$ cat src/small_block_bitmap_allocator_assert.svh
// Assertion macros for the small block bitmap allocator.
// Each expects clk and rst_n in scope.
`ifndef SMALL_BLOCK_BITMAP_ALLOCATOR_ASSERT_SVH
`define SMALL_BLOCK_BITMAP_ALLOCATOR_ASSERT_SVH

// Same-cycle implication.
`define SBBA_ASSERT_NOW(label, ante, cons, msg) \
  label: assert property (@(posedge clk) disable iff (!rst_n) (ante) |-> (cons)) \
    else $error(msg);

// Next-cycle implication.
`define SBBA_ASSERT_NEXT(label, ante, cons, msg) \
  label: assert property (@(posedge clk) disable iff (!rst_n) (ante) |=> (cons)) \
    else $error(msg);

`endif

$ cat src/sbba_pkg.sv
package sbba_pkg;

  localparam int MAX_WORDS   = 64;
  localparam int IDX_W       = (MAX_WORDS > 1) ? $clog2(MAX_WORDS) : 1;
  localparam int ACT_W       = $clog2(MAX_WORDS + 1);
  localparam int WORDS_W     = 7;
  localparam int COUNT_W     = 18;
  localparam int BLOCK_BYTES = 64;
  localparam int BLK_SHIFT   = 6;
  localparam int WORD_SHIFT  = 11;

  typedef enum logic [2:0] {
    STAT_OK        = 3'd0,
    STAT_FULL      = 3'd1,
    STAT_REJECT    = 3'd2,
    STAT_OUTSIDE   = 3'd3,
    STAT_NOT_ALLOC = 3'd4
  } status_t;

  typedef enum logic [1:0] {
    OP_ALLOC,
    OP_FREE,
    OP_NONE
  } op_t;

  typedef enum logic {
    S_IDLE,
    S_MOD
  } state_t;

  typedef struct packed {
    logic        req_type;
    logic [31:0] request_size;
    logic [31:0] free_address;
  } req_t;

  typedef struct packed {
    logic [31:0]        region_base;
    logic [WORDS_W-1:0] small_words;
  } cfg_t;

  typedef struct packed {
    status_t            status;
    logic [31:0]        block_address;
    logic [COUNT_W-1:0] used_bytes;
  } res_t;

  // lowest set bit of a word-summary vector
  function automatic logic [IDX_W-1:0] first_set(input logic [MAX_WORDS-1:0] v);
    logic [IDX_W-1:0] r;
    r = '0;
    for (int k = MAX_WORDS - 1; k >= 0; k--) begin
      if (v[k]) r = IDX_W'(k);
    end
    return r;
  endfunction

  // lowest clear bit of a bitmap word
  function automatic logic [4:0] first_clear(input logic [31:0] v);
    logic [4:0] r;
    r = '0;
    for (int k = 31; k >= 0; k--) begin
      if (!v[k]) r = 5'(k);
    end
    return r;
  endfunction

endpackage

$ cat src/small_block_bitmap_allocator.sv
// A word accepted in S_IDLE starts the bitmap RAM read; in S_MOD the word is modified,
// written back, and the result is loaded into the output register behind out_tvalid.
// The next word waits for S_IDLE; S_MOD is held while the output register is stalled.
// Reset (rst_n low, synchronous): bitmap reads as all zero through per-word valid bits,
// used count 64, region_base and small_words 0. No clearing pass.
`include "small_block_bitmap_allocator_assert.svh"

module small_block_bitmap_allocator (
  input  logic        clk,
  input  logic        rst_n,
  // input stream
  input  logic        in_tvalid,
  output logic        in_tready,
  input  logic [63:0] in_tdata,   // [31:0] request_size, [63:32] free_address
  input  logic        in_tuser,   // [0] req_type (0 allocate, 1 free)
  // result stream
  output logic        out_tvalid,
  input  logic        out_tready,
  output logic [55:0] out_tdata,  // [31:0] block_address, [49:32] used_bytes, rest zero
  output logic [2:0]  out_tuser,  // [2:0] status
  // configuration
  input  logic        cfg_psel,
  input  logic        cfg_penable,
  input  logic        cfg_pwrite,
  input  logic [2:0]  cfg_paddr,
  input  logic [31:0] cfg_pwdata,
  output logic [31:0] cfg_prdata,
  output logic        cfg_pready
);
  import sbba_pkg::*;

  localparam logic REG_BASE  = 1'b0;
  localparam logic REG_WORDS = 1'b1;

  // register file: region base and active word count
  logic [31:0]        region_base_r;
  logic [WORDS_W-1:0] small_words_r;
  logic               cfg_wr;

  assign cfg_pready = 1'b1;
  assign cfg_wr     = cfg_psel && cfg_penable && cfg_pwrite && cfg_pready;

  always_ff @(posedge clk) begin
    if (!rst_n) begin
      region_base_r <= '0;
      small_words_r <= '0;
    end else if (cfg_wr) begin
      unique case (cfg_paddr[2])
        REG_BASE:  region_base_r <= cfg_pwdata;
        REG_WORDS: small_words_r <= cfg_pwdata[WORDS_W-1:0];
        default: ;
      endcase
    end
  end

  always_comb begin
    unique case (cfg_paddr[2])
      REG_BASE:  cfg_prdata = region_base_r;
      REG_WORDS: cfg_prdata = 32'(small_words_r);
      default:   cfg_prdata = '0;
    endcase
  end

  // engine
  req_t req;
  cfg_t cfg;
  res_t res;
  logic res_valid, res_ready;

  assign req.req_type     = in_tuser;
  assign req.request_size = in_tdata[31:0];
  assign req.free_address = in_tdata[63:32];
  assign cfg.region_base  = region_base_r;
  assign cfg.small_words  = small_words_r;

  sbba_engine u_engine (
    .clk       (clk),
    .rst_n     (rst_n),
    .req_valid (in_tvalid),
    .req_ready (in_tready),
    .req       (req),
    .cfg       (cfg),
    .res_valid (res_valid),
    .res_ready (res_ready),
    .res       (res)
  );

  // output register; the engine holds its result while this is full and not drained
  logic        out_valid_r;
  logic [55:0] out_data_r;
  logic [2:0]  out_user_r;

  assign res_ready = !out_valid_r || out_tready;

  always_ff @(posedge clk) begin
    if (!rst_n) begin
      out_valid_r <= 1'b0;
    end else if (res_ready) begin
      out_valid_r <= res_valid;
    end
  end

  always_ff @(posedge clk) begin
    if (res_valid && res_ready) begin
      out_data_r <= {6'b0, res.used_bytes, res.block_address};
      out_user_r <= res.status;
    end
  end

  assign out_tvalid = out_valid_r;
  assign out_tdata  = out_data_r;
  assign out_tuser  = out_user_r;

  // one request in flight: engine is busy right after an accept
  `SBBA_ASSERT_NEXT(a_busy_after_accept, in_tvalid && in_tready, !in_tready, "accepted while busy")
  // only a successful allocate carries an address
  `SBBA_ASSERT_NOW(a_addr_zero_on_status, out_tvalid && (out_tuser != STAT_OK), out_tdata[31:0] == 32'h0, "address on failed request")
  // used count moves in whole blocks
  `SBBA_ASSERT_NOW(a_count_aligned, out_tvalid, out_tdata[37:32] == 6'h0, "used count not block aligned")

endmodule

$ cat src/sbba_ram.sv
module sbba_ram #(
  parameter int WIDTH = 32,
  parameter int DEPTH = 64
) (
  input  logic                             clk,
  input  logic                             we,
  input  logic [$clog2(DEPTH > 1 ? DEPTH : 2)-1:0] waddr,
  input  logic [WIDTH-1:0]                 wdata,
  input  logic                             re,
  input  logic [$clog2(DEPTH > 1 ? DEPTH : 2)-1:0] raddr,
  output logic [WIDTH-1:0]                 rdata
);

  logic [WIDTH-1:0] mem [DEPTH];
  logic [WIDTH-1:0] rdata_r;

  always_ff @(posedge clk) begin
    if (we) mem[waddr] <= wdata;
    if (re) rdata_r <= mem[raddr];
  end

  assign rdata = rdata_r;

endmodule

$ cat src/sbba_engine.sv
module sbba_engine (
  input  logic            clk,
  input  logic            rst_n,
  input  logic            req_valid,
  output logic            req_ready,
  input  sbba_pkg::req_t  req,
  input  sbba_pkg::cfg_t  cfg,
  output logic            res_valid,
  input  logic            res_ready,
  output sbba_pkg::res_t  res
);
  import sbba_pkg::*;

  state_t state_r, state_nxt;

  op_t              op_r, op_nxt;
  status_t          stat_r, stat_nxt;
  logic [IDX_W-1:0] idx_r, idx_nxt;
  logic [4:0]       bit_r, bit_nxt;

  logic [MAX_WORDS-1:0] full_r, full_nxt;   // word has no free block
  logic [MAX_WORDS-1:0] valid_r, valid_nxt; // word written since reset
  logic [COUNT_W-1:0]   used_r, used_nxt;

  logic [ACT_W-1:0]     words;
  logic [MAX_WORDS-1:0] avail;
  logic [31:0]          off;
  logic                 in_region;
  logic                 accept;

  logic             ram_we;
  logic [IDX_W-1:0] ram_raddr;
  logic [31:0]      ram_rdata;
  logic [31:0]      word, scan, new_word;
  logic [4:0]       j;

  // clamp word count to what the bitmap holds
  always_comb begin
    if (int'(cfg.small_words) > MAX_WORDS) words = ACT_W'(MAX_WORDS);
    else                                   words = ACT_W'(cfg.small_words);
  end

  always_comb begin
    for (int k = 0; k < MAX_WORDS; k++) begin
      avail[k] = !full_r[k] && (ACT_W'(k) < words);
    end
  end

  assign off       = req.free_address - cfg.region_base;
  assign in_region = (words != '0) && (off[31:WORD_SHIFT] < (32 - WORD_SHIFT)'(words));
  assign accept    = req_valid && req_ready;

  sbba_ram #(.WIDTH(32), .DEPTH(MAX_WORDS)) u_bitmap (
    .clk   (clk),
    .we    (ram_we),
    .waddr (idx_r),
    .wdata (new_word),
    .re    (accept),
    .raddr (ram_raddr),
    .rdata (ram_rdata)
  );

  // request decode at accept
  always_comb begin
    op_nxt    = op_r;
    stat_nxt  = stat_r;
    idx_nxt   = idx_r;
    bit_nxt   = bit_r;
    ram_raddr = '0;
    if (accept) begin
      stat_nxt = STAT_OK;
      if (!req.req_type) begin
        idx_nxt   = first_set(avail);
        ram_raddr = idx_nxt;
        if (words == '0 || req.request_size > 32'(BLOCK_BYTES)) begin
          op_nxt   = OP_NONE;
          stat_nxt = STAT_REJECT;
        end else if (avail == '0) begin
          op_nxt   = OP_NONE;
          stat_nxt = STAT_FULL;
        end else begin
          op_nxt   = OP_ALLOC;
        end
      end else begin
        idx_nxt   = off[WORD_SHIFT +: IDX_W];
        bit_nxt   = off[WORD_SHIFT-1:BLK_SHIFT];
        ram_raddr = idx_nxt;
        if (in_region) begin
          op_nxt   = OP_FREE;
        end else begin
          op_nxt   = OP_NONE;
          stat_nxt = STAT_OUTSIDE;
        end
      end
    end
  end

  // read-modify-write of the selected bitmap word
  always_comb begin
    word     = valid_r[idx_r] ? ram_rdata : '0;
    scan     = word | ((idx_r == '0) ? 32'h1 : 32'h0);  // block 0 reserved
    j        = first_clear(scan);
    new_word = word;
    full_nxt  = full_r;
    valid_nxt = valid_r;
    used_nxt  = used_r;
    ram_we    = 1'b0;
    res.status        = stat_r;
    res.block_address = '0;
    unique case (op_r)
      OP_ALLOC: begin
        new_word = word | (32'h1 << j);
        res.block_address = cfg.region_base + 32'({idx_r, j, BLK_SHIFT'(0)});
        used_nxt = used_r + COUNT_W'(BLOCK_BYTES);
        ram_we   = 1'b1;
      end
      OP_FREE: begin
        if (word[bit_r]) begin
          new_word = word & ~(32'h1 << bit_r);
          used_nxt = used_r - COUNT_W'(BLOCK_BYTES);
          ram_we   = 1'b1;
        end else begin
          res.status = STAT_NOT_ALLOC;
        end
      end
      OP_NONE: begin
      end
      default: begin
      end
    endcase
    res.used_bytes = used_nxt;
    ram_we = ram_we && res_valid && res_ready;
    if (ram_we) begin
      full_nxt[idx_r]  = &(new_word | ((idx_r == '0) ? 32'h1 : 32'h0));
      valid_nxt[idx_r] = 1'b1;
    end else begin
      used_nxt = used_r;
    end
  end

  always_comb begin
    state_nxt = state_r;
    req_ready = 1'b0;
    res_valid = 1'b0;
    unique case (state_r)
      S_IDLE: begin
        req_ready = 1'b1;
        if (req_valid) state_nxt = S_MOD;
      end
      S_MOD: begin
        res_valid = 1'b1;
        if (res_ready) state_nxt = S_IDLE;
      end
      default: state_nxt = S_IDLE;
    endcase
  end

  always_ff @(posedge clk) begin
    if (!rst_n) begin
      state_r <= S_IDLE;
      full_r  <= '0;
      valid_r <= '0;
      used_r  <= COUNT_W'(BLOCK_BYTES);
    end else begin
      state_r <= state_nxt;
      full_r  <= full_nxt;
      valid_r <= valid_nxt;
      used_r  <= used_nxt;
    end
  end

  always_ff @(posedge clk) begin
    op_r   <= op_nxt;
    stat_r <= stat_nxt;
    idx_r  <= idx_nxt;
    bit_r  <= bit_nxt;
  end

endmodule
$ cat config.mk
export PLATFORM = sky130hd
export DESIGN_NAME = small_block_bitmap_allocator
export DESIGN_NICKNAME = d
export VERILOG_FILES = /design/src/sbba_pkg.sv /design/src/small_block_bitmap_allocator.sv /design/src/sbba_ram.sv /design/src/sbba_engine.sv
export VERILOG_INCLUDE_DIRS = /design/src /design/src/src
export SDC_FILE = /design/constraint.sdc
export NUM_CORES = 2
export LEC_CHECK = 0
export ABC_AREA = 1
export CAP_MARGIN = 15
export CORE_MARGIN = 2
export CORE_UTILIZATION = 55
export DETAILED_ROUTE_END_ITERATION = 8
export DONT_BUFFER_PORTS = 1
export PLACE_DENSITY_LB_ADDON = 0.3
export SLEW_MARGIN = 20
export SYNTH_ARGS = -nofsm -noshare
export SYNTH_HDL_FRONTEND = slang
export SYNTH_HIERARCHICAL = 1
export SYNTH_SLANG_ARGS = --single-unit
$ cat constraint.sdc
create_clock -name clk -period 7.2 [get_ports clk]
set_clock_uncertainty 0.15 [all_clocks]
set_input_delay 1.44 -clock clk [delete_from_list [all_inputs] [get_ports clk]]
set_output_delay 1.44 -clock clk [all_outputs]
set_load 0.1 [all_outputs]
==> flow_summary.yaml <==
status:
  outcome: "finished with violations"
  violations: "slew limit, setup timing"
clock_network:
  root_buffer: "clkbuf_16"
  cts-hold-fix-buffers: 0
  numCtsBuffers: 226
  cts_sinks: 2329
  clk-insertion-delay-late_ps: 930
  cts_tree: "built"
  clockBufferDepth: 3
  htreeDepth: 4
  path_clk_slew_ps: 60
worst_setup_path:
  worstSetupPathType: "flip-flop to flip-flop"
  rr_startpoint: "u_engine/idx_r[1]"
  cp_max_fo: 6
  worstReg2RegEnd: "out_tdata[31]"
  crit_slowest_cell: "o41ai_2"
  endpoint_kind: "flip-flop"
  cp.buffers_inverters: 8
  critPathTopFamily: "simple AND/OR/NAND/NOR gates"
  startpoint_type: "flip-flop"
  worstRegToRegCells: 60
  critical_path.max_stage_delay_ps: 460
  crit_path_frequent_cell: "nand2_1"
  rrSetupSlack_ps: -140
  crit_arrival_ps: 7940
  cp.required_ps: 7800
synth:
  async_reset_ff_share_pct: 0
  synth_area_leader_cell: "edfxtp_1"
  yosys-top-cells-area: "edfxtp_1, nand3_1, nand2_1"
  yosysWarnings: 6
  synth_edf_count: 2148
  synthCells: 8946
  synthFlopType: "edfxtp_1"
  ys_types: 65
  ys_ff_latch: 2329
  synthesis.area_mm2: 0.09862
  ys_seq_area_share_pct: 69.08
  syn_avg_cell_area_um2: 11.02
  synth_top_area_share_pct: 65.40
place:
  portBuffers: 0
  place_congestion: 0.9283
  dp_hpwl_um: 170700
final_layout:
  drive_above_1_share_pct: 15.00
  fillerInstances: 13010
  layout_common_cells: "nand2_1, edfxtp_1, nand3_1, buf_4, nor2_1"
  seqCellArea_mm2: 0.06813
  final_common_cell: "nand2_1"
  fin_util_pct: 64.56
  multi_input_comb_area_mm2: 0.02885
  nNetsFinal: 9425
  area_growth_pct: 16.67
hold_path:
  min_to: "u_engine/valid_r[9]"
  holdCritStartpoint: "u_engine/valid_r[9]"
  min_path_cells: 1
  hold_path_class: "flip-flop to flip-flop"
global_routing:
  grt_pass1_wl_um: 433100
  grt_usage_pct: 32.25
  overflow: 0
  antenna_found_initial: 13
  grt_max_degree: 173
  grt_pass1_vias: 68135
floorplan:
  core_mm2: 0.1782
  dieHeight_um: 427.5
  ios: 201
  start_util_pct: 55.34
  rows: 155
  dieArea_mm2: 0.1827
  die_x_um: 427.5
sta:
  hold_ws_ps: 314.7
  fin_ws_ps: -139.2
  slew_headroom_pct: -0.1529
  fmaxAchievable_ghz: 0.1363
  setup_viol: 2
  rsz0062_at_grt: "yes"
  hold_viol_final: 0
  tightestPinTransition_ps: 1502
  finalCriticalPeriod_ps: 7339
  period_share_pct: 101.9
  drv_slew: 8
  setup_tns_ps: -143.1
detailed_routing:
  drt_iter0_drc: 9546
  drcViolationCount: 0
  drt_pre_antenna_iters: 6
  detail-route-antenna-nets: 0
  via_count: 72510
  wl_um: 304900
  via_per_inst: 6.129
  avgRoutedWirePerCell_um: 25.77
power:
  p_total_w: 0.03055
  peakVddDrop_v: 0.0002707
  p_per_area_mw_per_mm2: 265.5
  p_leak_nw: 42.45
flow_run:
  maxCapViolations: 0
-- synthesized netlist by cell type, types with 16 or more instances --
| library cell | instances |
|---|---|
| buf_4 | 67 |
| dfxtp_1 | 181 |
| clkbuf_1 | 112 |
| a211oi_1 | 16 |
| edfxtp_1 | 2148 |
| o21ai_1 | 20 |
| nand3_1 | 1998 |
| nor3_1 | 57 |
| nor2_1 | 418 |
| nor4_1 | 27 |
| o21ai_0 | 131 |
| nand4_1 | 32 |
| buf_2 | 289 |
| xor2_1 | 31 |
| buf_1 | 46 |
| nand2_1 | 2617 |
| ha_1 | 49 |
| inv_1 | 283 |
| a21oi_2 | 65 |
| inv_2 | 21 |
| a21oi_1 | 87 |
| o22ai_1 | 20 |
| o21a_1 | 66 |
| o31ai_1 | 17 |
-- worst reg2reg max path, delay by kind of cell, from the launching register on --
kind | cells | cell delay (ps)
AND/OR/NAND/NOR | 44 | 4310
AO/OA/AOI/OAI | 7 | 1320
buffers and inverters | 8 | 920
flip-flops | 1 | 390
adder cells (fa/ha/maj) | 1 | 150
-- cell families (layout without fill, tap and decap cells) --
| group | Yosys count | count (layout) | synth area share (%) |
|---|---|---|---|
| xor gates and xnor gates | 33 | 33 | 0.2931 |
| and+or+nand+nor | 5184 | 5184 | 22.68 |
| buffers and inverters | 845 | 1351 | 3.957 |
| adders and majority gates | 50 | 50 | 0.6420 |
| other | 3 | 27 | 0.01142 |
| AOI/OAI and AO/OA | 502 | 502 | 3.337 |
| DFF | 2329 | 2329 | 69.08 |
-- layer usage --
| layer | share of wire [%] | vias to the layer above | GRT usage, % | wire length [um] |
|---|---|---|---|---|
| li1 | - | 32102 | - | - |
| met4 | 5.6 | 4 | 18.36 | 17170 |
| met1 | 36 | 34936 | 41.69 | 109100 |
| met3 | 12 | 776 | 6.951 | 36570 |
| met5 | 0.0089 | - | 0 | 27 |
| met2 | 47 | 4692 | 50.68 | 142000 |
-- power by group --
part	internal [W]	switching, W
Sequential	0.0147	0.000145
Clock	0.00666	0.00519
Combinational	0.00127	0.00260
-- state kept, by name, summed over array words and instances (netlist names) --
| register | cells |
|---|---|
| u_engine/u_bitmap/rdata | 32 |
| u_engine/idx_r | 6 |
| u_engine/state_r | 1 |
| u_engine/full_r | 64 |
| out_tuser | 3 |
| out_tvalid | 1 |
| small_words_r | 7 |
| region_base_r | 32 |
| u_engine/bit_r | 5 |
| out_tdata | 50 |
| u_engine/u_bitmap/mem | 2048 |
| u_engine/valid_r | 64 |
| u_engine/stat_r | 2 |
| u_engine/used_r | 12 |
| u_engine/op_r | 2 |
-- layout make-up --
type                            count  share of cell area [%]
Timing Repair Buffer              608                   5.485
Multi-Input combinational cell   5782                   25.07
Sequential cell                  2329                   59.21
Clock buffer                      284                   5.184
Timing Repair inverter              3                 0.03371
Clock inverter                    138                   1.329
Antenna cell                       14                 0.03045
Inverter                          318                   1.093
Tap cell                         2355                   2.561
-- what timing repair did --
action,CTS,global route
pin swaps,1,114
endpoints found under the setup margin,6,42
cloned,0,26
gates resized for setup,6,339
buffers inserted,2,48
-- how the worst max path moves through the flow --
stage,startpoint,endpoint,slack (ps),cells past startpoint
2_1_floorplan,u_engine/idx_r[1],u_engine/u_bitmap/mem[48][0],-110,20
3_3_place_gp,u_engine/idx_r[0],out_tdata[31],-180,60
3_5_place_dp,u_engine/idx_r[2],out_tdata[31],-390,60
4_1_cts,u_engine/idx_r[2],out_tdata[31],-60,60
5_1_grt,u_engine/idx_r[2],out_tdata[31],-640,62
6_report,u_engine/idx_r[1],out_tdata[31],-140,60
-- metrics by stage --
step | cell area [um2] | setup slack, ps | cells
2_1_floorplan | 98670 | -114.7 | 8956
3_3_place_gp | 104900 | -176.0 | 11317
3_5_place_dp | 105000 | -388.2 | 11320
4_1_cts | 112500 | -55.56 | 11744
5_1_grt | 115000 | -640.3 | 11825
6_report | 115100 | -139.2 | 11831
(Power assumes the default switching activity.)
